## config.mk

```make
export PLATFORM = sky130hd
export DESIGN_NAME = sticky_separator_tokenizer_top_flat
export DESIGN_NICKNAME = d
export VERILOG_FILES = /design/src/design/sst_pkg.sv /design/src/design/sst_if.sv /design/src/design/sst_step.sv /design/src/design/sticky_separator_tokenizer_top.sv /design/src/flat_wrapper.sv
export SDC_FILE = /design/constraint.sdc
export NUM_CORES = 1
export LEC_CHECK = 0
export ABC_AREA = 1
export BUFFER_PORTS_ARGS = -buffer_cell sky130_fd_sc_hd__buf_2
export CAP_MARGIN = 20
export CORE_MARGIN = 3
export CORE_UTILIZATION = 30
export CTS_BUF_LIST = sky130_fd_sc_hd__clkbuf_16
export DETAILED_ROUTE_END_ITERATION = 10
export HOLD_SLACK_MARGIN = 0.02
export PLACE_DENSITY_LB_ADDON = 0.05
export SLEW_MARGIN = 20
export SYNTH_ARGS = -nofsm -noshare
export SYNTH_HDL_FRONTEND = slang
export SYNTH_SLANG_ARGS = --single-unit
```

## constraint.sdc

```tcl
create_clock -name clk -period 13.85 [get_ports clk]
set_input_delay 0.6925 -clock clk [delete_from_list [all_inputs] [get_ports clk]]
set_output_delay 0.6925 -clock clk [all_outputs]
set_load 0.02 [all_outputs]
```

## src/design/sst_pkg.sv

```systemverilog
`default_nettype none

package sst_pkg;

    localparam logic [7:0] QUOTE_CODE   = 8'h22;
    localparam logic [7:0] NEWLINE_CODE = 8'h0a;
    localparam logic [15:0] COUNT_MAX   = 16'hffff;

    // output queue depth and its occupancy width
    localparam int OUT_DEPTH   = 4;
    localparam int OUT_PTR_W   = $clog2(OUT_DEPTH);
    localparam int OUT_COUNT_W = $clog2(OUT_DEPTH + 1);

    localparam int CFG_INDEX_W = 2;
    localparam int CFG_DATA_W  = 64;

    typedef enum logic [CFG_INDEX_W-1:0] {
        REG_SEP_LOW    = 2'd0,
        REG_SEP_HIGH   = 2'd1,
        REG_STICKY_LOW = 2'd2,
        REG_STICKY_HIGH = 2'd3
    } cfg_reg_t;

    typedef enum logic [1:0] {
        MODE_BETWEEN = 2'd0,
        MODE_TOKEN   = 2'd1,
        MODE_QUOTED  = 2'd2
    } scan_mode_t;

    typedef struct packed {
        logic [7:0] text_byte;
        logic       end_of_buffer;
    } text_item_t;

    typedef struct packed {
        logic [7:0]  token_char;
        logic        last_of_token;
        logic        was_quoted;
        logic [15:0] token_line;
        logic [15:0] token_column;
    } token_item_t;

    typedef struct packed {
        scan_mode_t  mode;
        logic [7:0]  held_byte;
        logic        held_valid;
        logic        token_quoted;
        logic        first_is_newline;
        logic [15:0] line_count;
        logic [15:0] column_count;
    } scan_state_t;

    localparam scan_state_t SCAN_RESET = '{
        mode:             MODE_BETWEEN,
        held_byte:        8'd0,
        held_valid:       1'b0,
        token_quoted:     1'b0,
        first_is_newline: 1'b0,
        line_count:       16'd1,
        column_count:     16'd1
    };

    function automatic logic mask_hit(input logic [127:0] mask, input logic [7:0] b);
        mask_hit = !b[7] && mask[b[6:0]];
    endfunction

    // counter update when a token completes, both saturating
    function automatic scan_state_t advance_counters(input scan_state_t s, input logic nl_first);
        scan_state_t r;
        r = s;
        if (nl_first)
        begin
            if (s.line_count != COUNT_MAX)
            begin
                r.line_count = s.line_count + 16'd1;
            end
            r.column_count = 16'd1;
        end
        else if (s.column_count != COUNT_MAX)
        begin
            r.column_count = s.column_count + 16'd1;
        end
        return r;
    endfunction

    function automatic token_item_t make_token(input logic [7:0] c, input logic last,
                                               input logic quoted, input scan_state_t s);
        token_item_t t;
        t.token_char    = c;
        t.last_of_token = last;
        t.was_quoted    = quoted;
        t.token_line    = s.line_count;
        t.token_column  = s.column_count;
        return t;
    endfunction

endpackage

`default_nettype wire

```

## src/design/sst_if.sv

```systemverilog
`default_nettype none

interface sst_text_if;
    logic       valid;
    logic       ready;
    logic [7:0] text_byte;
    logic       end_of_buffer;

    modport source (output valid, output text_byte, output end_of_buffer, input ready);
    modport sink   (input valid, input text_byte, input end_of_buffer, output ready);
endinterface

interface sst_token_if;
    logic        valid;
    logic        ready;
    logic [7:0]  token_char;
    logic        last_of_token;
    logic        was_quoted;
    logic [15:0] token_line;
    logic [15:0] token_column;

    modport source (output valid, output token_char, output last_of_token,
                    output was_quoted, output token_line, output token_column,
                    input ready);
    modport sink   (input valid, input token_char, input last_of_token,
                    input was_quoted, input token_line, input token_column,
                    output ready);
endinterface

interface sst_cfg_if;
    logic        valid;
    logic        ready;
    logic [1:0]  index;
    logic [63:0] data;

    modport source (output valid, output index, output data, input ready);
    modport sink   (input valid, input index, input data, output ready);
endinterface

`default_nettype wire

```

## src/design/sst_step.sv

```systemverilog
`default_nettype none

// one byte of scanning: next state and zero to two token bytes
module sst_step
    import sst_pkg::*;
(
    input  scan_state_t  state,
    input  text_item_t   item,
    input  logic [127:0] sep_mask,
    input  logic [127:0] sticky_mask,
    output scan_state_t  state_next,
    output token_item_t  res [2],
    output logic [1:0]   res_count
);

    always_comb
    begin
        scan_state_t st;
        logic [7:0]  b;
        logic        normal;
        logic        sep;
        logic        sticky;
        logic [1:0]  n;

        st     = state;
        b      = item.text_byte;
        normal = 1'b1;
        n      = 2'd0;
        res[0] = '0;
        res[1] = '0;

        if (st.mode == MODE_QUOTED)
        begin
            if (b == QUOTE_CODE)
            begin
                st.mode = MODE_TOKEN;
                normal  = 1'b0;
            end
            else if (b == NEWLINE_CODE)
            begin
                st.mode = MODE_TOKEN;
            end
            else
            begin
                // add byte
                if (st.held_valid)
                begin
                    res[n[0]] = make_token(st.held_byte, 1'b0, st.token_quoted, st);
                    n = n + 2'd1;
                end
                else
                begin
                    st.first_is_newline = 1'b0;
                end
                st.held_byte  = b;
                st.held_valid = 1'b1;
                normal        = 1'b0;
            end
        end

        sep    = (b == 8'd0) || mask_hit(sep_mask, b);
        sticky = !sep && mask_hit(sticky_mask, b);

        if (normal)
        begin
            if (sep || sticky)
            begin
                // end of open token
                if (st.held_valid)
                begin
                    res[n[0]] = make_token(st.held_byte, 1'b1, st.token_quoted, st);
                    n = n + 2'd1;
                    st = advance_counters(st, st.first_is_newline);
                end
                st.held_valid       = 1'b0;
                st.held_byte        = 8'd0;
                st.token_quoted     = 1'b0;
                st.first_is_newline = 1'b0;
                st.mode             = MODE_BETWEEN;
                if (sticky)
                begin
                    res[n[0]] = make_token(b, 1'b1, 1'b0, st);
                    n = n + 2'd1;
                    st = advance_counters(st, b == NEWLINE_CODE);
                end
            end
            else if (b == QUOTE_CODE)
            begin
                st.token_quoted = 1'b1;
                st.mode         = MODE_QUOTED;
            end
            else
            begin
                if (st.held_valid)
                begin
                    res[n[0]] = make_token(st.held_byte, 1'b0, st.token_quoted, st);
                    n = n + 2'd1;
                end
                else
                begin
                    st.first_is_newline = (b == NEWLINE_CODE);
                end
                st.held_byte  = b;
                st.held_valid = 1'b1;
                st.mode       = MODE_TOKEN;
            end
        end

        if (item.end_of_buffer)
        begin
            if (st.held_valid)
            begin
                res[n[0]] = make_token(st.held_byte, 1'b1, st.token_quoted, st);
                n = n + 2'd1;
                st = advance_counters(st, st.first_is_newline);
            end
            st.held_valid       = 1'b0;
            st.held_byte        = 8'd0;
            st.token_quoted     = 1'b0;
            st.first_is_newline = 1'b0;
            st.mode             = MODE_BETWEEN;
        end

        state_next = st;
        res_count  = n;
    end

endmodule

`default_nettype wire

```

## src/design/sticky_separator_tokenizer_top.sv

```systemverilog
// an accepted byte waits in the input register; its token bytes pass the output queue
// throughput: one text item per cycle while the token side keeps up; the token
//   port delivers one item per cycle, so a two-result byte leaves its items one at a time
// the scan step fires when the four-entry output queue has room for two items
// reset (rst_n low, asynchronous): masks cleared, scanner between tokens, line and column 1
`default_nettype none

module sticky_separator_tokenizer_top
    import sst_pkg::*;
(
    input  wire           clk,
    input  wire           rst_n,
    sst_text_if.sink      text,
    sst_token_if.source   tokens,
    sst_cfg_if.sink       cfg
);

    // mask registers, low and high halves side by side
    logic [127:0] sep_mask_reg;
    logic [127:0] sticky_mask_reg;

    // input register
    logic        in_valid_reg;
    text_item_t  in_item_reg;

    // scanner state
    scan_state_t state_reg;
    scan_state_t state_next;

    // step results
    token_item_t step_res [2];
    logic [1:0]  step_count;

    // output queue
    token_item_t              queue_reg [OUT_DEPTH];
    logic [OUT_PTR_W-1:0]     wr_ptr_reg;
    logic [OUT_PTR_W-1:0]     rd_ptr_reg;
    logic [OUT_COUNT_W-1:0]   count_reg;

    logic text_fire;
    logic step_fire;
    logic pop;
    logic [1:0] push_count;

    // configuration is taken at any time
    assign cfg.ready = 1'b1;

    always_ff @(posedge clk or negedge rst_n)
    begin
        if (!rst_n)
        begin
            sep_mask_reg    <= '0;
            sticky_mask_reg <= '0;
        end
        else if (cfg.valid)
        begin
            unique case (cfg_reg_t'(cfg.index))
                REG_SEP_LOW:     sep_mask_reg[63:0]      <= cfg.data;
                REG_SEP_HIGH:    sep_mask_reg[127:64]    <= cfg.data;
                REG_STICKY_LOW:  sticky_mask_reg[63:0]   <= cfg.data;
                REG_STICKY_HIGH: sticky_mask_reg[127:64] <= cfg.data;
                default:         sep_mask_reg            <= sep_mask_reg;
            endcase
        end
    end

    // the scan step consumes the input register when the queue can take two items
    assign step_fire = in_valid_reg && (count_reg <= OUT_COUNT_W'(OUT_DEPTH - 2));
    assign text.ready = !in_valid_reg || step_fire;
    assign text_fire  = text.valid && text.ready;

    always_ff @(posedge clk or negedge rst_n)
    begin
        if (!rst_n)
        begin
            in_valid_reg <= 1'b0;
        end
        else if (text.ready)
        begin
            in_valid_reg <= text.valid;
        end
    end

    // payload register, no reset
    always_ff @(posedge clk)
    begin
        if (text_fire)
        begin
            in_item_reg.text_byte     <= text.text_byte;
            in_item_reg.end_of_buffer <= text.end_of_buffer;
        end
    end

    sst_step u_step (
        .state       (state_reg),
        .item        (in_item_reg),
        .sep_mask    (sep_mask_reg),
        .sticky_mask (sticky_mask_reg),
        .state_next  (state_next),
        .res         (step_res),
        .res_count   (step_count)
    );

    always_ff @(posedge clk or negedge rst_n)
    begin
        if (!rst_n)
        begin
            state_reg <= SCAN_RESET;
        end
        else if (step_fire)
        begin
            state_reg <= state_next;
        end
    end

    // queue bookkeeping
    assign push_count = step_fire ? step_count : 2'd0;
    assign pop        = tokens.valid && tokens.ready;

    always_ff @(posedge clk or negedge rst_n)
    begin
        if (!rst_n)
        begin
            wr_ptr_reg <= '0;
            rd_ptr_reg <= '0;
            count_reg  <= '0;
        end
        else
        begin
            wr_ptr_reg <= wr_ptr_reg + OUT_PTR_W'(push_count);
            rd_ptr_reg <= rd_ptr_reg + OUT_PTR_W'(pop);
            count_reg  <= count_reg + OUT_COUNT_W'(push_count) - OUT_COUNT_W'(pop);
        end
    end

    // queue storage, first result at the write pointer, second right after it
    always_ff @(posedge clk)
    begin
        if (push_count != 2'd0)
        begin
            queue_reg[wr_ptr_reg] <= step_res[0];
        end
        if (push_count == 2'd2)
        begin
            queue_reg[wr_ptr_reg + OUT_PTR_W'(1)] <= step_res[1];
        end
    end

    // token port straight from the queue head
    assign tokens.valid         = (count_reg != '0);
    assign tokens.token_char    = queue_reg[rd_ptr_reg].token_char;
    assign tokens.last_of_token = queue_reg[rd_ptr_reg].last_of_token;
    assign tokens.was_quoted    = queue_reg[rd_ptr_reg].was_quoted;
    assign tokens.token_line    = queue_reg[rd_ptr_reg].token_line;
    assign tokens.token_column  = queue_reg[rd_ptr_reg].token_column;

    // queue never overfills
    assert property (@(posedge clk) disable iff (!rst_n)
        count_reg <= OUT_COUNT_W'(OUT_DEPTH))
        else $error("output queue overflow");

    // occupancy follows pushes and pops
    assert property (@(posedge clk) disable iff (!rst_n)
        1'b1 |=> count_reg == $past(count_reg) + OUT_COUNT_W'($past(push_count))
                              - OUT_COUNT_W'($past(pop)))
        else $error("queue count out of step");

    // a scan step never produces more than two items
    assert property (@(posedge clk) disable iff (!rst_n)
        step_fire |-> step_count != 2'd3)
        else $error("scan step produced three items");

    // line number never goes backward
    assert property (@(posedge clk) disable iff (!rst_n)
        1'b1 |=> state_reg.line_count >= $past(state_reg.line_count))
        else $error("line count decreased");

    // an accepted byte lands in the input register
    assert property (@(posedge clk) disable iff (!rst_n)
        text_fire |=> in_valid_reg)
        else $error("accepted byte lost");

endmodule

`default_nettype wire
```

## src/flat_wrapper.sv

```systemverilog
// flat-port wrapper written by rule: the top's interface ports become plain ports
module sticky_separator_tokenizer_top_flat import sst_pkg::*;
  (clk, rst_n, text_valid, text_text_byte, text_end_of_buffer, text_ready, tokens_valid, tokens_token_char, tokens_last_of_token, tokens_was_quoted, tokens_token_line, tokens_token_column, tokens_ready, cfg_valid, cfg_index, cfg_data, cfg_ready);
  sst_text_if text_i ();
  sst_token_if tokens_i ();
  sst_cfg_if cfg_i ();
  input  wire clk;
  input  wire rst_n;
  input wire logic [$bits(text_i.valid)-1:0] text_valid;
  input wire logic [$bits(text_i.text_byte)-1:0] text_text_byte;
  input wire logic [$bits(text_i.end_of_buffer)-1:0] text_end_of_buffer;
  output wire logic [$bits(text_i.ready)-1:0] text_ready;
  output wire logic [$bits(tokens_i.valid)-1:0] tokens_valid;
  output wire logic [$bits(tokens_i.token_char)-1:0] tokens_token_char;
  output wire logic [$bits(tokens_i.last_of_token)-1:0] tokens_last_of_token;
  output wire logic [$bits(tokens_i.was_quoted)-1:0] tokens_was_quoted;
  output wire logic [$bits(tokens_i.token_line)-1:0] tokens_token_line;
  output wire logic [$bits(tokens_i.token_column)-1:0] tokens_token_column;
  input wire logic [$bits(tokens_i.ready)-1:0] tokens_ready;
  input wire logic [$bits(cfg_i.valid)-1:0] cfg_valid;
  input wire logic [$bits(cfg_i.index)-1:0] cfg_index;
  input wire logic [$bits(cfg_i.data)-1:0] cfg_data;
  output wire logic [$bits(cfg_i.ready)-1:0] cfg_ready;
  assign text_i.valid = text_valid;
  assign text_i.text_byte = text_text_byte;
  assign text_i.end_of_buffer = text_end_of_buffer;
  assign text_ready = text_i.ready;
  assign tokens_valid = tokens_i.valid;
  assign tokens_token_char = tokens_i.token_char;
  assign tokens_last_of_token = tokens_i.last_of_token;
  assign tokens_was_quoted = tokens_i.was_quoted;
  assign tokens_token_line = tokens_i.token_line;
  assign tokens_token_column = tokens_i.token_column;
  assign tokens_i.ready = tokens_ready;
  assign cfg_i.valid = cfg_valid;
  assign cfg_i.index = cfg_index;
  assign cfg_i.data = cfg_data;
  assign cfg_ready = cfg_i.ready;
  sticky_separator_tokenizer_top u_core (.clk(clk), .rst_n(rst_n), .text(text_i), .tokens(tokens_i), .cfg(cfg_i));
endmodule
```

==> impl_metrics.yaml, run 1 <==
final_layout:
  fin_nets: 4198
  area_growth_pct: 11.6
  final_util_pct: 34.1
  final_cells: 5428
  multi_input_area_sq_um: 14100
  drive_gt1_share_pct: 9.03
  diodes: 0
  largest_reg_flops: 168
  final.fill_count: 10600
  seq_area_sq_um: 13100
  fin_area_sq_um: 33300
synthesis:
  syn_inst: 4119
  synth.top_cells.by_count: "nand2_1 (1311), o21ai_0 (493), inv_1 (370)"
  netlist_top_cells_area: "dfrtp_1 (26%), edfxtp_1 (18%), nand2_1 (17%)"
  async_flop_share_pct: 63.6
  yosysWarnings: 0
  ys_seq_area_share_pct: 43.8
  yosys_register_bits: 486
  synth-edff-count: 177
  synth_flop_cell: "dfrtp_1"
  yosysTopAreaCellShare_pct: 25.8
  yosys.area.top_type: "dfrtp_1"
  synth_fp_nets: 4215
  synth_area_sq_um: 29800
  synth.distinct_cells: 63
  synth_most_common_cell: "nand2_1"
  synth.avg_cell_area_sq_um: 7.23
sta:
  fin_hold_ws_ns: 0.0564
  hold_violations: 0
  setup_violations: 0
  layout_min_cycle_time_ns: 7.71
  fin_skew_ns: 0.0200
  slew_violations: 0
  worst_pin_slew_ns: 1.20
  rsz0062_at_grt: "no"
  setup_ws_ns: 6.14
  max_freq_mhz: 130
  tns_ns: 0
  period_share_pct: 55.6
  slew_headroom_pct: 19.0
clock_tree:
  post_cts_buffers: 0
  clkLatencyLatePin_ns: 0.62
  cts_max_level: 3
  cts.path.max_buffers: 3
  cts_hold_buf: 0
  cts-resized-gates: 0
  clk_pin_slew_ns: 0.06
  cts_tree: "yes"
  clock-sinks: 486
  cts-root-buf: "clkbuf_16"
  cts_buffers: 66
pwr:
  power_density_nw_per_um2: 226
  ir_drop_mv: 0.0889
  fin_total_pwr_mw: 7.51
  p_seq_share_pct: 29.3
  clkPwrFrac_pct: 22.1
  comb_power_share_pct: 48.6
  internal_power_mw: 3.91
  power.switching_mw: 3.60
  leakagePower_nw: 14.8
  sw_frac_of_total_pct: 47.9
outcome:
  status: "complete, no violations"
detailed_routing:
  wl_per_cell_um: 21.0
  drt-met1-wl_mm: 57.6
  drt-vias-per-instance: 5.07
  wl_met2_mm: 48.9
  num_vias: 27500
  drc_errors: 0
  dr.pass1.iters: 7
  antenna_left: 0
  drt_iter0_drc: 2382
  wl_mm: 114
  wl_met3_mm: 5.86
  dr.max_layer_used: "met5"
global_routing:
  grt_usage_pct: 22.0
  grt_max_degree: 136
  antenna_found_initial: 2
  grt.overflow.total: 0
  grt_pass1_wl_mm: 174
  grt_pass1_vias: 26600
placement:
  portBuffers: 123
  dpl-instance-area_sq_um: 31200
  place_congestion: 0.887
  dp_hpwl_mm: 77.5
  placed_cells: 5310
  dp_worst_setup_slack_ns: 6.07
job:
  drv_cap: 0
floorplanning:
  die_w_um: 321
  core-area_sq_um: 97600
  io_pins: 125
  fp.dieArea_sq_um: 103000
  initial_core_util_pct: 30.5
  fp.dieH_um: 321
  num_rows: 114
critical_path:
  endpoint_kind: "register"
  path_max_fanout: 75
  critical_path_required_ns: 14.12
  start_kind: "register"
  crit_type: "register to register"
  cp.arrival_ns: 7.98
hold_path:
  hp-class: "primary input to async pin"
-- path summary, 6_finish.rpt --
kind	startpoint	endpoint	slack (ns)	depth (start not counted)
max	u_core.in_item_reg[1]	u_core.queue_reg[3][14]	6.14	21
min	rst_n	u_core.sep_mask_reg[91]	0.06	1
max reg2reg	u_core.in_item_reg[1]	u_core.queue_reg[3][14]	6.14	21
min reg2reg	u_core.sep_mask_reg[14]	u_core.sep_mask_reg[14]	0.48	2
max in group asynchronous	rst_n	u_core.rd_ptr_reg[0]	11.80	3
min in group clk	text_text_byte[5]	u_core.in_item_reg[6]	0.25	1
-- routing by layer --
layer  vias to the layer above  track usage, %
met2                       715            33.3
li1                      13500               -
met4                         2            4.44
met1                     13200            33.4
met5                         -               0
met3                       119            3.00
-- area by class of cell --
type | count | share of cell area (%)
Inverter | 391 | 4.45
Timing Repair Buffer | 164 | 2.85
Clock inverter | 50 | 1.08
Multi-Input combinational cell | 2993 | 42.5
Tap cell | 1276 | 4.80
Sequential cell | 486 | 39.2
Clock buffer | 68 | 5.11
-- kinds of logic after synthesis --
group | after synthesis | share of synthesized area (%)
xor gates and xnor gates | 22 | 0.647
and+or+nand+nor | 1993 | 27.9
DFF | 486 | 43.8
other | 1 | 0.0126
AOI/OAI and AO/OA | 961 | 17.8
adders and majority gates | 16 | 0.697
buffers and inverters | 640 | 9.14
-- worst max-delay path, cell delays in order (launching register included) --
cell and delay, ns:
edfxtp_1 0.51, inv_4 0.38, buf_4 0.78, nand2_2 0.11, nor2_2 0.21, nand3_4 0.21, nand3_2 0.44, nor2_1 0.07
buf_4 0.25, clkinv_1 0.07, buf_4 0.49, ha_1 0.39, nor2_1 0.22, o221ai_4 0.19, nor2_8 0.46, inv_2 0.37
nand2_2 0.23, nand2_8 0.12, nor2_8 0.52, inv_4 0.33, o21ai_4 0.45, buf_4 0.44
-- cells in the final DEF (no fill, tap or decap), drive strengths merged, types with 58 or more instances in the layout --
cell type  synthesis  final
o22ai             83     83
edfxtp           177    177
inv              387    403
o21ai            712    712
nand3            196    196
a21oi             58     58
dfrtp            307    307
clkbuf           137     68
nor2             393    393
buf              112    164
nand2           1335   1335
-- power groups by stage --
| stage | registers, mW | logic (mW) | clock network [mW] |
|---|---|---|---|
| final | 2.20 | 3.65 | 1.66 |
| after global routing | 2.24 | 4.03 | 1.77 |
| after CTS | 2.20 | 3.64 | 1.72 |
| after detailed placement | 2.22 | 3.63 | 0 |
| after global placement | 2.22 | 3.64 | 0 |
| after floorplan | 2.13 | 2.38 | 0 |
Note: power is estimated with default switching activity, not from simulation.
==> run 2, diff against run 1 <==
ABC_AREA = 0   (was 1)
clock period = 8.08 ns   (was 13.85 ns; I/O delays follow)
==> run 2 against run 1 <==
Against the previous run:
- flip-flop and latch count is the same
- die area shrank 7.0%
- synthesized cell count shrank 45%
- worst setup slack lost 5.2 ns
- hold slack gained 0.0090 ns
- largest power group unchanged
- count of clock-buffer cells in the layout shrank 9
- fmax grew 8.7%
- clock power grew 55%
- total power grew 32%
==> impl_metrics.yaml, run 2 <==
synthesis:
  synth_most_common_cell: "dfrtp_1"
  yosysWarnings: 0
  synth_flop_cell: "dfrtp_1"
  synth_fp_nets: 2356
  synth.top_cells.by_count: "dfrtp_1 (307), mux2_2 (269), mux2i_1 (236)"
  yosys_register_bits: 486
  syn_inst: 2260
  synth_area_sq_um: 27700
  synth.avg_cell_area_sq_um: 12.2
  netlist_top_cells_area: "dfrtp_1 (28%), edfxtp_1 (19%), mux2_2 (11%)"
  yosysTopAreaCellShare_pct: 27.8
  ys_seq_area_share_pct: 47.2
  synth.distinct_cells: 122
  yosys.area.top_type: "dfrtp_1"
  async_flop_share_pct: 63.6
  synth-edff-count: 177
critical_path:
  r2r_start: "u_core.in_item_reg[2]"
  endpoint_kind: "register"
  reg2regPathDepth: 18
  path_max_fanout: 16
  slowest_stage: "edfxtp_1"
  start_kind: "register"
  cp.arrival_ns: 7.61
  cp_slowest_stage_delay_ns: 1.01
  rrSetupSlack_ns: 0.99
  path_cells: "nor4b_4 > a31oi_2 > o21ai_0 > mux2i_1 > nor2_1 > ha_1 > nand3_1 > nor4b_1 > and3_1 > nand2b_2 > xor2_1 > a21oi_1 > ha_1 > and3_1 > nand4_2 > nand4b_1 > mux2_1 > a221o_1"
  r2r-end: "u_core.state_reg[10]"
  critical_path_required_ns: 8.60
  crit_type: "register to register"
final_layout:
  final_util_pct: 35.2
  layout_common_cells: "dfrtp_1 (305), mux2_2 (269), mux2i_1 (236), edfxtp_1 (177), nand2_1 (136)"
  final_common_cell: "dfrtp_1"
  fin_nets: 2478
  final_cells: 3606
  drive_gt1_share_pct: 28.5
  final.fill_count: 8912
  fin_area_sq_um: 32000
  multi_input_area_sq_um: 13800
  largest_reg_flops: 168
  seq_area_sq_um: 13100
  area_growth_pct: 15.5
floorplanning:
  core-area_sq_um: 90700
  num_rows: 110
  fp.dieH_um: 310
  die_w_um: 310
  fp.dieArea_sq_um: 95900
  io_pins: 125
  initial_core_util_pct: 30.5
pwr:
  sw_frac_of_total_pct: 38.7
  clkPwrFrac_pct: 26.1
  leakagePower_nw: 12.1
  internal_power_mw: 6.07
  p_seq_share_pct: 36.0
  power.switching_mw: 3.83
  power_density_nw_per_um2: 310
  ir_drop_mv: 0.193
  comb_power_share_pct: 38.0
sta:
  slew_headroom_pct: 25.3
  max_freq_mhz: 141
  tns_ns: 0
  rsz0062_at_grt: "no"
  layout_min_cycle_time_ns: 7.09
  period_share_pct: 87.8
  hold_violations: 0
  setup_violations: 0
  slew_violations: 0
  worst_pin_slew_ns: 1.12
  fin_skew_ns: 0.0500
detailed_routing:
  wl_per_cell_um: 26.5
  dr.pass1.iters: 5
  antenna_left: 0
  wl_mm: 95.7
  drt-vias-per-instance: 5.52
  num_vias: 19900
  drc_errors: 0
  drt_iter0_drc: 1407
hold_path:
  hp-class: "primary input to register"
  worst_hold_path.endpoint: "u_core.sticky_mask_reg[61]"
  min_path_cells: 2
  min_from: "cfg_data[61]"
clock_tree:
  cts-resized-gates: 0
  clk_pin_slew_ns: 0.07
  cts_tree: "yes"
  clock-sinks: 486
  cts.path.max_buffers: 3
  cts-root-buf: "clkbuf_16"
  cts_buffers: 58
  cts_max_level: 2
  clkLatencyLatePin_ns: 0.67
placement:
  portBuffers: 123
  place_congestion: 0.844
  placed_cells: 3450
  dpl-instance-area_sq_um: 29600
  dp_hpwl_mm: 67.4
global_routing:
  grt_pass1_wl_mm: 142
  grt.overflow.total: 0
  grt_max_degree: 123
  grt_usage_pct: 19.9
  grt_pass1_vias: 20700
  antenna_found_initial: 1
job:
  drv_cap: 0
outcome:
  status: "complete, no violations"
run 2: changes by cell type in the layout (fill, tap and decap cells not counted), moves of 57 or more:
cell,change
o22ai_1,-76
nand2_1,-1173
a22oi_1,+57
nand3_1,-137
mux2_2,+269
mux4_2,+75
mux2i_1,+236
nor2_1,-250
inv_1,-351
o21ai_0,-432
o21ai_1,-199
run 2: layout make-up:
| type | instances | share of cell area (%) |
|---|---|---|
| diodes | 2 | 0.0157 |
| repair buffers | 231 | 5.28 |
| clock buffers | 59 | 4.62 |
| inverters | 20 | 0.235 |
| well taps | 1176 | 4.60 |
| multi-input cells | 1585 | 43.2 |
| clock inverters | 47 | 1.23 |
| flip-flops and latches | 486 | 40.8 |
run 2: logic make-up (layout without fill, tap and decap cells):
group	Yosys count	count (layout)	share of synthesized area, %
flops	486	486	47.2
mux	586	586	25.9
simple gates	504	504	9.66
other cells	1	3	0.0135
xor+xnor	46	46	1.54
fa+ha+maj	16	16	0.750
buf+inv	189	357	3.42
compound gates	432	432	11.6
run 2: through the flow:
stage / setup slack (ns) / hold slack, ns / power, mW
5_1_grt: 0.508 / 0.0377 / 10.5
3_5_place_dp: 1.16 / 0.475 / 7.40
2_1_floorplan: 2.01 / 0.108 / 5.96
6_report: 0.987 / 0.0654 / 9.91
4_1_cts: 1.11 / 0.0217 / 10.1
3_3_place_gp: 1.38 / 0.464 / 7.37
run 2: timing repair:
action,in CTS,in global routing
setup endpoints to repair,0,0
setup buffers,0,0
hold buffers,47,0
endpoints found under the hold margin,219,0
run 2: how the worst max path moves through the flow:
stage	start	depth (start not counted)	end	slack (ns)
final	u_core.in_item_reg[2]	18	u_core.state_reg[10]	0.99
after global routing	u_core.in_item_reg[2]	18	u_core.state_reg[10]	0.51
after CTS	u_core.in_item_reg[2]	18	u_core.state_reg[10]	1.11
after detailed placement	u_core.in_item_reg[2]	18	u_core.state_reg[10]	1.16
after global placement	u_core.in_item_reg[2]	18	u_core.state_reg[10]	1.38
after floorplan	u_core.in_item_reg[1]	15	u_core.queue_reg[0][0]	2.01
run 2: power groups by stage:
stage,registers (mW),clock network (mW),logic [mW]
2_1_floorplan,3.37,0,2.59
3_3_place_gp,3.61,0,3.76
3_5_place_dp,3.61,0,3.79
4_1_cts,3.57,2.67,3.82
5_1_grt,3.62,2.76,4.08
6_report,3.56,2.58,3.76
run 2: per-layer routing:
metal	up-vias	share of wire, %	GRT usage, %	wire length [um]
met1	10300	42	25.2	40400
met3	121	4.0	2.32	3860
met4	0	2.1	4.66	2050
li1	8971	-	-	-
met2	495	52	36.0	49400
met5	-	0	0	0
run 2: worst max-delay path, delay by kind of cell, from the launching register on:
kind	cells	cell delay (ns)
xor gates and xnor gates	1	0.09
DFF	1	1.01
muxes	2	0.48
AOI/OAI and AO/OA	4	1.62
adders and majority gates	2	0.74
and+or+nand+nor	9	2.98
